===== config.mk =====
export PLATFORM = sky130hd
export DESIGN_NAME = gibs_search
export DESIGN_NICKNAME = d
export VERILOG_FILES = /design/src/hw/rtl/gibs_pkg.sv /design/src/hw/rtl/gibs_search.sv
export SDC_FILE = /design/constraint.sdc
export NUM_CORES = 1
export LEC_CHECK = 0
export ABC_AREA = 1
export ABC_CLOCK_PERIOD_IN_PS = 2700
export BUFFER_PORTS_ARGS = -buffer_cell sky130_fd_sc_hd__buf_4
export CORE_MARGIN = 8
export CORE_UTILIZATION = 53
export CTS_CLUSTER_DIAMETER = 100
export DETAILED_ROUTE_END_ITERATION = 6
export PLACE_DENSITY = 0.81
export SYNTH_ARGS = -nofsm -noshare
export SYNTH_HDL_FRONTEND = slang
export SYNTH_SLANG_ARGS = --single-unit

===== constraint.sdc =====
create_clock -name clk -period 2.7 [get_ports clk]
set_input_delay 0.135 -clock clk [delete_from_list [all_inputs] [get_ports clk]]
set_output_delay 0.135 -clock clk [all_outputs]
set_load 0.005 [all_outputs]

===== src/hw/rtl/gibs_pkg.sv =====
// ----------------------------------------------------------------------------
// gibs_pkg: shared types and constants of the glyph index engine
// Table geometry, field widths, entry layout, and the codes used on the ports.
// ----------------------------------------------------------------------------
package gibs_pkg;

  // Table geometry.
  localparam int TABLE_DEPTH = 8192;
  localparam int ADDR_W      = $clog2(TABLE_DEPTH);
  localparam int CNT_W       = $clog2(TABLE_DEPTH + 1);

  // Fixed field widths.
  localparam int CP_W     = 21;
  localparam int OFF_W    = 32;
  localparam int SIZE_W   = 16;
  localparam int IDX_W    = 13;
  localparam int COUNT_W  = 14;
  localparam int CFG_W    = 16;
  localparam int CFG_IX_W = 1;

  // Action codes.
  localparam logic ACT_LOAD   = 1'b0;
  localparam logic ACT_LOOKUP = 1'b1;

  // Register indexes.
  localparam logic [CFG_IX_W-1:0] REG_ENTRY_COUNT = 1'b0;
  localparam logic [CFG_IX_W-1:0] REG_FONT_SIZE   = 1'b1;

  // Status codes.
  localparam logic STATUS_FOUND     = 1'b0;
  localparam logic STATUS_NOT_FOUND = 1'b1;

  // The space character has no bitmap.
  localparam logic [CP_W-1:0] SPACE_CODE = 21'h20;

  // One table entry.
  typedef struct packed {
    logic [CP_W-1:0]  code;
    logic [OFF_W-1:0] offset;
  } entry_t;

  localparam int ENTRY_W = $bits(entry_t);

  // Read request from the search sequencer to the table.
  typedef struct packed {
    logic              en;
    logic [ADDR_W-1:0] addr;
  } rd_req_t;

endpackage


===== src/hw/rtl/gibs_search.sv =====
// ----------------------------------------------------------------------------
// gibs_search: binary search sequencer
// Walks the sorted table one probe at a time and registers the lookup result.
// ----------------------------------------------------------------------------
module gibs_search import gibs_pkg::*; (
  input  logic               clk,
  input  logic               rst,
  input  logic               lookup,
  input  logic [CP_W-1:0]    key_in,
  input  logic [SIZE_W-1:0]  requested_size,
  input  logic [SIZE_W-1:0]  table_font_size,
  input  logic [COUNT_W-1:0] entry_count,
  output rd_req_t            rd_req,
  input  entry_t             rd_data,
  output logic               busy,
  output logic               done,
  output logic               status,
  output logic [OFF_W-1:0]   found_offset,
  output logic               has_bitmap
);

  typedef enum logic [2:0] {
    S_IDLE  = 3'b001,
    S_PROBE = 3'b010,
    S_CMP   = 3'b100
  } state_t;

  state_t            state, state_next;
  logic [CNT_W-1:0]  lo, lo_next;
  logic [CNT_W-1:0]  hx, hx_next;
  logic [ADDR_W-1:0] mid;
  logic [CP_W-1:0]   key;
  logic              done_next;
  logic              status_next;
  logic [OFF_W-1:0]  found_offset_next;
  logic              has_bitmap_next;

  logic [CNT_W-1:0]  count_clamped;
  logic [CNT_W:0]    mid_sum;
  logic [ADDR_W-1:0] mid_calc;
  logic              range_open;
  logic              size_ok;

  // A count above the depth searches the whole table.
  assign count_clamped = (entry_count > COUNT_W'(TABLE_DEPTH)) ? CNT_W'(TABLE_DEPTH)
                                                               : CNT_W'(entry_count);
  assign size_ok = (requested_size == table_font_size);

  // The open range is [lo, hx); the probe sits at the lower middle.
  assign range_open = (lo < hx);
  assign mid_sum    = {1'b0, lo} + {1'b0, hx} - (CNT_W + 1)'(1);
  assign mid_calc   = mid_sum[ADDR_W:1];

  assign rd_req.en   = (state == S_PROBE) && range_open;
  assign rd_req.addr = mid_calc;
  assign busy        = (state != S_IDLE);

  // Sequencer next state and result.
  always_comb begin
    state_next        = state;
    lo_next           = lo;
    hx_next           = hx;
    done_next         = 1'b0;
    status_next       = status;
    found_offset_next = found_offset;
    has_bitmap_next   = has_bitmap;
    case (state)
      S_IDLE: begin
        if (lookup) begin
          lo_next    = '0;
          // A size mismatch searches an empty range and so is not found.
          hx_next    = size_ok ? count_clamped : '0;
          state_next = S_PROBE;
        end
      end
      S_PROBE: begin
        if (range_open) begin
          state_next = S_CMP;
        end else begin
          done_next         = 1'b1;
          status_next       = STATUS_NOT_FOUND;
          found_offset_next = '0;
          has_bitmap_next   = 1'b0;
          state_next        = S_IDLE;
        end
      end
      S_CMP: begin
        if (rd_data.code == key) begin
          done_next         = 1'b1;
          status_next       = STATUS_FOUND;
          found_offset_next = rd_data.offset;
          has_bitmap_next   = (key != SPACE_CODE);
          state_next        = S_IDLE;
        end else if (rd_data.code < key) begin
          lo_next    = CNT_W'({1'b0, mid} + (ADDR_W + 1)'(1));
          state_next = S_PROBE;
        end else begin
          hx_next    = CNT_W'(mid);
          state_next = S_PROBE;
        end
      end
      default: begin
        state_next = S_IDLE;
      end
    endcase
  end

  // Control registers.
  always_ff @(posedge clk) begin
    if (rst) begin
      state <= S_IDLE;
      done  <= 1'b0;
    end else begin
      state <= state_next;
      done  <= done_next;
    end
  end

  // Search bounds, key and result payload.
  always_ff @(posedge clk) begin
    lo           <= lo_next;
    hx           <= hx_next;
    status       <= status_next;
    found_offset <= found_offset_next;
    has_bitmap   <= has_bitmap_next;
    if (rd_req.en) begin
      mid <= mid_calc;
    end
    if (lookup && (state == S_IDLE)) begin
      key <= key_in;
    end
  end

endmodule


Word-level counts from Yosys, hierarchy flattened
Index checks and enable logic that the tools add are counted. Widths: inputs -> output; s select.

Bits in latches: 0. Memory bits (writable): 0. Memories kept: 0. ROM bits: 0. Output and inout bits: 50. Flip-flop bits (word level): 100.

Shift-type cells: 0. Reductions and logical operators: 7. Divide/modulo/power cells: 0. Bitwise logic cells: 0. Multipliers: 0. Multiplexer cells: 26. $lt $le $gt $ge: 3. Eq/ne operators: 13. $add $sub $neg: 3.

Operators by type and width (number): $mux 14 (8); $mux 32 (2); $pmux 32 s2 (1); $pmux 14 s2 (2); $eq 21x21->1 (1); $lt 21x21->1 (1); $ne 21x6->1 const B (1); $eq 16x16->1 (1); $add 13x1->14 const B (1); $add 14x14->14 (1); $gt 14x14->1 const B (1); $lt 14x14->1 (1); $sub 14x1->14 const B (1); $ne 2x2->1 const B (6); $pmux 3 s3 (1); $reduce_and 4->1 (2); $mux 1 (6); $mux 3 (2); $pmux 1 s2 (3); $reduce_bool 2->1 (2); $eq 3x1->1 const B (1); $eq 3x2->1 const B (1); $eq 3x3->1 const B (1); $ne 3x1->1 const B (1); other kinds (3) (4).

Longest topological paths before layout
Gate-level depths: netlist of run 1.

Depth in word-level cells: 5. Mapped depth: 12.

Least setup slack after synthesis of run 1
OpenSTA, ideal clock, no wires.

Path kind: register -> register. Start point: reg lo[13]. End point: reg found_offset[0], enable pin. Arrival: 1.967 ns. Stages on the path, launching flop included: 10. Setup time: 0.389 ns. Clock period less this slack: 2.356 ns. Slack: 0.344 ns. Path through: edfxtp_1 ha_1 inv_1 nor2_1 nand2_1 nor3_1 nand2_1 nand3_1 nand2_1 inv_1.

Longest elaborated chain between the ends: 3.

Ends and longest elaborated chain: start, declared (line gibs_search.sv:29) `logic [CNT_W-1:0] lo, lo_next;`; start signal, assigned (line gibs_search.sv:121) `lo <= lo_next;`; $lt 14x14->1 (line gibs_search.sv:50) `assign range_open = (lo < hx);`; $ne 2x2->1 (no line); $reduce_and 3->1 (no line); end signal, assigned (line gibs_search.sv:124) `found_offset <= found_offset_next;`; end, declared (line gibs_search.sv:18) `output logic [OFF_W-1:0] found_offset,`.

Every way passes these cells. A chain may end at the register's enable or synchronous reset.

==> results of run 1 <==
path summary, 6_finish.rpt:
kind / startpoint / endpoint / slack (ns)
worst max-delay path: lo[1] / rd_req[12] / 0.05
worst max register to register: key[20] / hx[4] / 0.40
worst min-delay path: rd_data[5] / found_offset[5] / 0.08
worst min register to register: state[1] / state[0] / 0.60
critical path, stage by stage, from the launching register on:
cell,delay (ns)
edfxtp_1,0.35
inv_1,0.05
ha_1,0.27
inv_1,0.06
ha_1,0.24
fa_1,0.45
nand3_1,0.10
nand2_1,0.12
nand3_1,0.13
nand3_1,0.08
nand2_1,0.06
nand2_1,0.10
buf_4,0.16
metal layers:
layer	track usage (%)	wire, um	up-vias
li1	-	-	2597
met2	33.5	7100	239
met5	0	0	-
met4	6.92	219	0
met3	5.62	1510	19
met1	24.4	6150	2279
layout make-up:
class | instances | area share (%)
clock buffers | 9 | 2.78
well taps | 143 | 2.21
flip-flops and latches | 100 | 36.6
clock inverters | 7 | 0.803
repair buffers | 199 | 19.3
inverters | 162 | 7.50
multi-input cells | 420 | 30.9
synthesized netlist by cell type:
| master | number |
|---|---|
| buf_6 | 1 |
| nand4_1 | 9 |
| clkbuf_1 | 1 |
| nand3_1 | 38 |
| dfxtp_1 | 4 |
| o21ai_0 | 12 |
| nor2_1 | 85 |
| ha_1 | 59 |
| a21boi_0 | 2 |
| nor2_4 | 1 |
| inv_1 | 161 |
| or2_0 | 1 |
| buf_2 | 2 |
| o21a_1 | 2 |
| a21oi_1 | 37 |
| mux2i_1 | 1 |
| nand2_2 | 1 |
| xor2_1 | 18 |
| or2_2 | 3 |
| nor3b_1 | 2 |
| a21o_1 | 2 |
| buf_1 | 5 |
| nor3_2 | 2 |
| nor3_1 | 10 |
| a31oi_1 | 3 |
| inv_2 | 1 |
| nor4_1 | 1 |
| xnor2_1 | 8 |
| edfxtp_1 | 96 |
| nand2_1 | 122 |
| fa_1 | 1 |
sequential cells by signal (all words and copies together) (netlist names):
register,cells
found_offset,32
status,1
has_bitmap,1
lo,14
state,3
hx,14
key,21
mid,13
done,1
power by group through the flow:
stage / Clock [mW] / Sequential (mW) / Combinational [mW]
2_1_floorplan: 0 / 2.19 / 1.70
3_3_place_gp: 0 / 2.20 / 2.94
3_5_place_dp: 0 / 2.21 / 3.00
4_1_cts: 1.30 / 2.18 / 3.06
5_1_grt: 1.35 / 2.21 / 3.52
6_report: 1.27 / 2.19 / 3.19
per-stage QoR:
step | setup WS (ns) | util [%]
floorplan | 0.344 | -
detailed placement | 0.450 | 66.7
finish | 0.0464 | 71.6
CTS | 0.0452 | 71.2
global route | -0.0139 | 71.6
global placement | 0.493 | 66.7
repair_timing:
action                     4_1_cts  5_1_grt
gates resized for setup          0        8
buffers inserted                 0        0
hold endpoints to repair        23        0
hold buffers                    22        0
setup endpoints to repair        0        7
cells by family (layout without fill, tap and decap cells):
group           after synthesis  in the layout
compound gates               58             58
xor+xnor                     26             26
fa+ha+maj                    60             60
buf+inv                     171            377
flops                       100            100
mux                           1              1
simple gates                275            275
==> metrics.md, run 1 <==
| Metric | Value |
|---|---|
| Row cnt | 39 |
| Crit. End Element | output port |
| Critical Setup Path Class | flop to output port |
| Clk pwr share | 19.2% |
| Syn Std Cell Area | 0.00608 mm^2 |
| Layout cell share with drive strength beyond 1 | 23.0% |
| Slew @ Worst Pin | 0.724 ns |
| Top cell type by total area after synthesis | edfxtp_1 |
| Final instance area | 0.00810 mm^2 |
| DRT iter0 DRCs | 427 |
| RePlAce Congestion | 0.945 |
| Hold Crit Depth | 3 |
| Clk slew on worst S/H paths | 0.07 ns |
| Drt wl/cell | 14.4 um |
| Fmax | 377 MHz |
| Commonest non-fill, non-tap cell in the layout | buf_4 |
| Area grow syn2layout | 33.3% |
| Crit path launch type | flop |
| Pwr Density | 821 mW/mm^2 |
| Post-synthesis simple-gate area fraction | 19.0% |
| CTS tree | done |
| Routed vias | 5134 |
| Synthesized area per cell | 8.79 um^2 |
| Initial Util | 53.7% |
| Combinational family with the most area after synthesis | simple AND/OR/NAND/NOR gates |
| Root buffer cell | clkbuf_16 |
| Placed Instance Area | 0.00755 mm^2 |
| Footprint of the multi-input gates | 0.00250 mm^2 |
| Post-synthesis compound-gate area fraction | 5.09% |
| Leak | 4.07 nW |
| Switching part of the total | 37.5% |
| Clock latency at the later pin of the worst-skew pair | 0.35 ns |
| Hold Crit Class | input port to flop |
| Initial antenna violation count | 0 |
| Most frequent cells in the layout | buf_4, inv_1, nand2_1 |
| Largest net degree at the start of global routing | 36 |
| Clk sinks | 100 |
| Dpl hpwl | 11500 um |
| Top post-synthesis cells by area | edfxtp_1, ha_1, inv_1 |
| Post-DRT Antenna Nets | 0 |
| Final hold slack | 0.0772 ns |
| Length in cells of the worst reg-to-reg path | 11 |
| Post-Synth Adder-Cell Area | 12.5% |
| Unique masters post-synth | 31 |
| Total grt overflow | 0 |
| CTS Buf Count | 9 |
| Design Power | 6.65 mW |
| Die width | 123 um |
| Finish-stage setup viols | 0 |
| Syn nets | 874 |
| Final period util | 98.3% |
| Final cell count without fillers | 1040 |
| Fillers | 853 |
| CTS max path bufs | 2 |
| Register bit total from synthesis | 100 |
| Cell Count Post-Placement | 1002 |
| Comb power frac | 48.0% |
| Fin nets | 1075 |
| Via/cell ratio | 4.94 |
| Gr usage total | 20.0% |
| Die Span Y | 123 um |
| Worst endpoint required time | 2.57 ns |
| Pre-antenna DRT Iters | 6 |
| Register area | 0.00296 mm^2 |
| Core area | 0.0113 mm^2 |
| First-pass GRT wire length | 23700 um |
| Net Sw Power | 2.49 mW |
| Seq/Total Area, Yosys | 48.8% |
| Cell internal pwr | 4.15 mW |
| Maximum fanout along the worst path | 4 |
| Die ar. | 0.0151 mm^2 |
| Boundary Pins | 173 |
| Final WL | 15000 um |
| Vias in the first global route | 5118 |
| Ys Warns | 0 |
| I/O Buffers | 172 |
| Critical path arrival | 2.52 ns |
| Mux contribution to synthesized area | 0.165% |
| Setup TNS | 0 ns |
| Sequential power share | 32.9% |
| Htree depth | 3 |
| Synth Area in XOR/XNOR | 3.75% |
| Max_slew headroom | 51.5% |
| Max Transition Viols Final | 0 |
| Max-Cap Viols | 0 |
| Yosys top cell area share | 47.4% |
| Clk_skew | 0.00767 ns |
| Status | finished clean |
| Fin crit period | 2.65 ns |
| Ant. Diodes | 0 |
| Worst vdd ir | 0.000574 V |
| Mapped Cells | 691 |
| Hold Fails Final Rpt | 0 |
| DRC viols | 0 |
Power figures use the tool's default switching activity.
==> run 2, diff against run 1 <==
Settings changed: CORE_UTILIZATION 53 to 25, PLACE_DENSITY 0.81 to unset.
==> run 2 against run 1 <==
Setup slack better by 0.094 ns; critical path depth down 3; largest cell class unchanged; die area up 95%; non-clock buffer count up 2; sequential power about the same; first-iteration DRC count down 52%; via count down 2.3%; register-to-register slack better by 0.06 ns; critical endpoint is now rd_req[6]; global-route usage down 9.5 points; sequential share of layout area down 1.1 points; maximum frequency up 3.7%; routed wire length up 6.8%.
==> metrics.md, run 2 (synthesis gave the netlist of run 1 again) <==
| Metric | Value |
|---|---|
| DRC viols | 0 (unchanged) |
| Area grow syn2layout | 37.7% |
| Routed vias | 5015 (-2.3%) |
| Fin nets | 1077 (+0.19%) |
| Commonest non-fill, non-tap cell in the layout | buf_4 |
| Hold Crit Class | input port to flop |
| Max reg flops | 32 (unchanged) |
| Unrepaired setup endpoints after global routing | true |
| Max_slew headroom | 49.8% (-1.7 points) |
| Initial antenna violation count | 0 (unchanged) |
| Initial Util | 25.2% (-28 points) |
| Clock latency at the later pin of the worst-skew pair | 0.34 ns (about the same) |
| Core area | 0.0241 mm^2 (+110%) |
| Leak | 4.08 nW (+0.41%) |
| Pre-antenna DRT Iters | 4 (-2) |
| Max Transition Viols Final | 0 (unchanged) |
| DRT iter0 DRCs | 207 (-52%) |
| Worst endpoint required time | 2.57 ns (about the same) |
| Reg2Reg Launch Point | key[20] |
| Total grt overflow | 0 (unchanged) |
| Most flops, register | found_offset |
| Post-DRT Antenna Nets | 0 (unchanged) |
| Root buffer cell | clkbuf_16 |
| Hold Crit Depth | 3 (unchanged) |
| Die ar. | 0.0296 mm^2 (+95%) |
| Htree depth | 3 (unchanged) |
| Clk sinks | 100 (unchanged) |
| Biggest regs | found_offset: 32 flops, key: 21 flops |
| Status | finished clean |
| Slew @ Worst Pin | 0.750 ns (+0.0258 ns) |
| Clk_skew | 0.0132 ns (+0.00552 ns) |
| Post-route core utilization | 34.7% (-37 points) |
| Critical Setup Path Class | flop to output port |
| Worst vdd ir | 0.000506 V (-12%) |
| Row cnt | 57 (+46%) |
| RePlAce Congestion | 0.879 (-7.0%) |
| Most frequent cells in the layout | buf_4, inv_1, nand2_1 |
| Fmax | 391 MHz (+3.7%) |
| Ant. Diodes | 0 (unchanged) |
| Largest net degree at the start of global routing | 35 (-2.8%) |
| Hold path endpoint | found_offset[3] |
| First-pass GRT wire length | 24300 um (+2.6%) |
| Final WS setup | 0.140 ns (+0.0936 ns) |
| CTS Buf Count | 9 (unchanged) |
| Placed Instance Area | 0.00779 mm^2 (+3.2%) |
| Final WL | 16000 um (+6.8%) |
| Drt wl/cell | 13.1 um (-9.1%) |
| Reg2reg end | hx[5] |
| Pre-CTS setup slack | 0.438 ns (-0.0121 ns) |
| Hold Startpoint | rd_data[3] |
| Gr usage total | 10.5% (-9.5 points) |
| Die Span Y | 172 um (+40%) |
| Die width | 172 um (+40%) |
| Pwr Density | 806 mW/mm^2 (-1.8%) |
| Layout cell share with drive strength beyond 1 | 23.9% (+0.89 points) |
| Final instance area | 0.00837 mm^2 (+3.2%) |
| Hold Fails Final Rpt | 0 (unchanged) |
| Critical path arrival | 2.42 ns (-0.10 ns) |
| Boundary Pins | 173 (unchanged) |
| Post-CTS Setup Inserts | 0 (unchanged) |
| Setup TNS | 0 ns (unchanged) |
| Length in cells of the worst reg-to-reg path | 11 (unchanged) |
| Crit. End Element | output port |
| Maximum fanout along the worst path | 4 (unchanged) |
| Max-Cap Viols | 0 (unchanged) |
| CTS max path bufs | 2 (unchanged) |
| Clk slew on worst S/H paths | 0.07 ns (about the same) |
| I/O Buffers | 172 (unchanged) |
| Fillers | 2551 (+200%) |
| Crit path launch type | flop |
| Final period util | 94.8% (-3.5 points) |
| Vias in the first global route | 4942 (-3.4%) |
| CTS tree | done |
| Dpl hpwl | 12900 um (+12%) |
| Via/cell ratio | 4.11 (-17%) |
| Internal reg-to-reg setup slack | 0.46 ns (+0.06 ns) |
| Fin crit period | 2.56 ns (-0.0936 ns) |
| Finish-stage setup viols | 0 (unchanged) |
[run 2: changes by cell type in the layout (fill, tap and decap cells not counted), sizes merged]
cell and delta:
clkinv -2, buf +2
[run 2: layout make-up]
cell class	count	area, um^2	share of cell area, %
Clock buffer	9	225	2.69
Clock inverter	5	53.8	0.643
Inverter	162	608	7.27
Multi-Input combinational cell	420	2530	30.3
Sequential cell	100	2960	35.4
Tap cell	324	405	4.85
Timing Repair Buffer	201	1580	18.8
[run 2: critical path: stages, from the launching register on]
cell and delay [ns]:
edfxtp_1 0.36, inv_1 0.06, ha_1 0.26, inv_1 0.05
ha_1 0.36, a21oi_1 0.22, o21ai_0 0.16, a21oi_1 0.27
xnor2_2 0.19, buf_4 0.16
[run 2: how the worst max path moves through the flow]
stage / end / start / cells past startpoint / slack (ns)
after floorplan: found_offset[0] / lo[13] / 9 / 0.34
after global placement: hx[3] / key[20] / 10 / 0.47
after detailed placement: hx[3] / key[20] / 11 / 0.44
after CTS: rd_req[8] / lo[1] / 10 / 0.05
after global routing: rd_req[12] / lo[8] / 11 / -0.03
final: rd_req[6] / hx[6] / 9 / 0.14
[run 2: power breakdown]
| group | internal [mW] | switching (mW) |
|---|---|---|
| logic | 1.43 | 1.89 |
| registers | 2.08 | 0.100 |
| clock network | 0.706 | 0.537 |
| total | 4.22 | 2.52 |
[run 2: routing by layer]
layer | global-route usage, % | wire (um) | vias up
met5 | 0 | 0 | -
met4 | 3.00 | 183 | 0
met3 | 2.51 | 1300 | 10
met2 | 18.4 | 7990 | 159
met1 | 12.6 | 6510 | 2249
li1 | - | - | 2597
[run 2: timing repair]
action / 4_1_cts / 5_1_grt
hold buffers: 22 / 0
endpoints found under the hold margin: 23 / 0
endpoints found under the setup margin: 0 / 9
resized for setup: 0 / 15
[run 2: metrics by stage]
stage          cells  power (mW)  hold slack, ns
6_report        1221        6.74          0.0928
5_1_grt         1221        7.26          0.0878
4_1_cts         1221        6.64          0.0727
3_5_place_dp    1185        5.34           0.314
3_3_place_gp    1185        5.30           0.314
2_1_floorplan    691        3.89           0.207
==> run 3, diff against run 2 <==
Settings changed: SETUP_SLACK_MARGIN set to 0.15.
==> run 3 against run 2 <==
Design area up 2.7%; critical path depth up 1; core utilization up 0.94 points; first-iteration DRC count up 14%; non-clock buffer count up 2; worst hold slack worse by 0.0014 ns; highest routed layer unchanged; clock skew up 0.00088 ns; flip-flop and latch count unchanged.
==> metrics.md, run 3 (synthesis gave the netlist of run 1 again) <==
| Metric | Value |
|---|---|
| Dpl hpwl | 12900 um (unchanged) |
| CP max-delay cell | edfxtp_1 |
| Hold Startpoint | rd_data[3] |
| CP dominant cell by count | inv_1 |
| Htree depth | 3 (unchanged) |
| Total grt overflow | 0 (unchanged) |
| Core area | 0.0241 mm^2 (unchanged) |
| Initial antenna violation count | 0 (unchanged) |
| Post-DRT Antenna Nets | 0 (unchanged) |
| Biggest regs | found_offset: 32 flops, key: 21 flops |
| Finish-stage setup viols | 0 (unchanged) |
| Layout cell share with drive strength beyond 1 | 27.4% (+3.5 points) |
| Maximum fanout along the worst path | 4 (unchanged) |
| Clock latency at the later pin of the worst-skew pair | 0.34 ns (about the same) |
| Clk_skew | 0.0141 ns (+0.000878 ns) |
| Leak | 4.12 nW (+0.79%) |
| DRC viols | 0 (unchanged) |
| Pwr Density | 850 mW/mm^2 (+5.4%) |
| I/O Buffers | 172 (unchanged) |
| Hold Crit Class | input port to flop |
| Die ar. | 0.0296 mm^2 (unchanged) |
| Area grow syn2layout | 41.4% |
| Pre-antenna DRT Iters | 4 (unchanged) |
| Largest net degree at the start of global routing | 35 (unchanged) |
| Commonest non-fill, non-tap cell in the layout | buf_4 |
| CTS max path bufs | 2 (unchanged) |
| Worst vdd ir | 0.000511 V (+0.98%) |
| Fin nets | 1079 (+0.19%) |
| Footprint of the multi-input gates | 0.00275 mm^2 (+8.3%) |
| Final period util | 94.0% (-0.80 points) |
| Via/cell ratio | 4.14 (+0.75%) |
| Fmax | 394 MHz (+0.85%) |
| Clk slew on worst S/H paths | 0.07 ns (about the same) |
| Hold Fails Final Rpt | 0 (unchanged) |
| Slew @ Worst Pin | 0.750 ns (+0.000863 ns) |
| Most flops, register | found_offset |
| Fillers | 2516 (-1.4%) |
| Die width | 172 um (unchanged) |
| Critical path arrival | 2.40 ns (-0.02 ns) |
| CTS Buf Count | 9 (unchanged) |
| Gr usage total | 10.5% (+0.045 points) |
| Final WL | 16400 um (+2.3%) |
| Unrepaired setup endpoints after global routing | true |
| Root buffer cell | clkbuf_16 |
| Routed vias | 5061 (+0.92%) |
| Fin crit period | 2.54 ns (-0.0217 ns) |
| CP max stage delay | 0.38 ns (+0.02 ns) |
| CP Launch Point | lo[8] |
| Clk sinks | 100 (unchanged) |
| Initial Util | 25.2% (unchanged) |
| Boundary Pins | 173 (unchanged) |
| Most frequent cells in the layout | buf_4, inv_1, nand2_1 |
| Drt wl/cell | 13.4 um (+2.1%) |
| Setup TNS | 0 ns (unchanged) |
| Die Span Y | 172 um (unchanged) |
| Vias in the first global route | 4986 (+0.89%) |
| RePlAce Congestion | 0.879 (unchanged) |
| Ant. Diodes | 0 (unchanged) |
| Final cell count without fillers | 1223 (+0.16%) |
| Max reg flops | 32 (unchanged) |
| Cell Count Post-Placement | 1185 (unchanged) |
| Reg2Reg Launch Point | key[20] |
| Row cnt | 57 (unchanged) |
| Max_slew headroom | 49.7% (-0.058 points) |
| Status | finished clean |
| First-pass GRT wire length | 24400 um (+0.40%) |
| Crit path launch type | flop |
| Register area | 0.00296 mm^2 (unchanged) |
| DRT iter0 DRCs | 237 (+14%) |
| Crit path cell chain | inv_1 -> ha_1 -> inv_1 -> ha_4 -> nand2_1 -> nor3_2 -> nand3_1 -> nand3_2 -> xor2_2 -> buf_4 |
| CTS tree | done |
| Max Transition Viols Final | 0 (unchanged) |
| Worst endpoint required time | 2.57 ns (about the same) |
| Critical Setup Path Class | flop to output port |
| Max-Cap Viols | 0 (unchanged) |
| Crit. End Element | output port |
==> run 3: cell count changes in the layout (fill, tap and decap cells not counted), sizes merged <==
cell / previous run / this run
buf: 179 / 181
==> run 3: area by class of cell <==
type                    instances  share of cell area (%)
clock buffers                   9                    2.62
repair buffers                203                    18.5
well taps                     324                    4.72
clock inverters                 5                   0.626
multi-input cells             420                    31.9
inverters                     162                    7.08
flip-flops and latches        100                    34.5
==> run 3: worst paths after layout <==
check / endpoint / slack [ns] / cells after the start
hold reg to reg: state[0] / 0.62 / 3
setup reg to reg: hx[5] / 0.46 / 11
hold / removal: found_offset[3] / 0.09 / 3
setup / recovery: rd_req[11] / 0.16 / 10
==> run 3: what timing repair did <==
item | in CTS | in global routing
hold buffers | 22 | 0
endpoints found under the setup margin | 9 | 11
pin swaps | 0 | 12
setup buffers | 0 | 2
hold endpoints to repair | 23 | 0
cloned | 0 | 0
resized for setup | 8 | 52
==> run 3: metal layers <==
layer / vias to the layer above / wire length, um / GRT usage, % / part of all wire (%)
met3: 18 / 1250 / 2.37 / 7.6
li1: 2601 / - / - / -
met2: 148 / 8250 / 18.6 / 50
met4: 0 / 253 / 3.00 / 1.5
met5: - / 0 / 0 / 0
met1: 2294 / 6600 / 12.7 / 40
==> run 3: critical path: cells and delay by family (launching register included) <==
| family | cells | cell delay, ns |
|---|---|---|
| xor gates and xnor gates | 1 | 0.20 |
| adders and majority gates | 2 | 0.60 |
| buffers and inverters | 3 | 0.28 |
| DFF | 1 | 0.38 |
| and+or+nand+nor | 4 | 0.58 |
==> run 3: metrics by stage <==
stage                     cell area [um^2]  utilization (%)  hold WS [ns]  total power, mW  setup slack, ns
final                                 8590             35.6        0.0914             7.30            0.162
after global routing                  8590             35.6        0.0878             7.81           0.0802
after CTS                             8340             34.6        0.0727             6.79           0.0858
after detailed placement              7790             32.3         0.314             5.34            0.438
after global placement                7790             32.3         0.314             5.30            0.474
after floorplan                       6080                -         0.207             3.89            0.344
==> run 3: report_power, final <==
part,switching (mW),leakage (nW),internal (mW)
combinational,2.14,3.02,1.73
sequential,0.100,0.951,2.08
clock,0.541,0.141,0.706
total,2.78,4.12,4.52
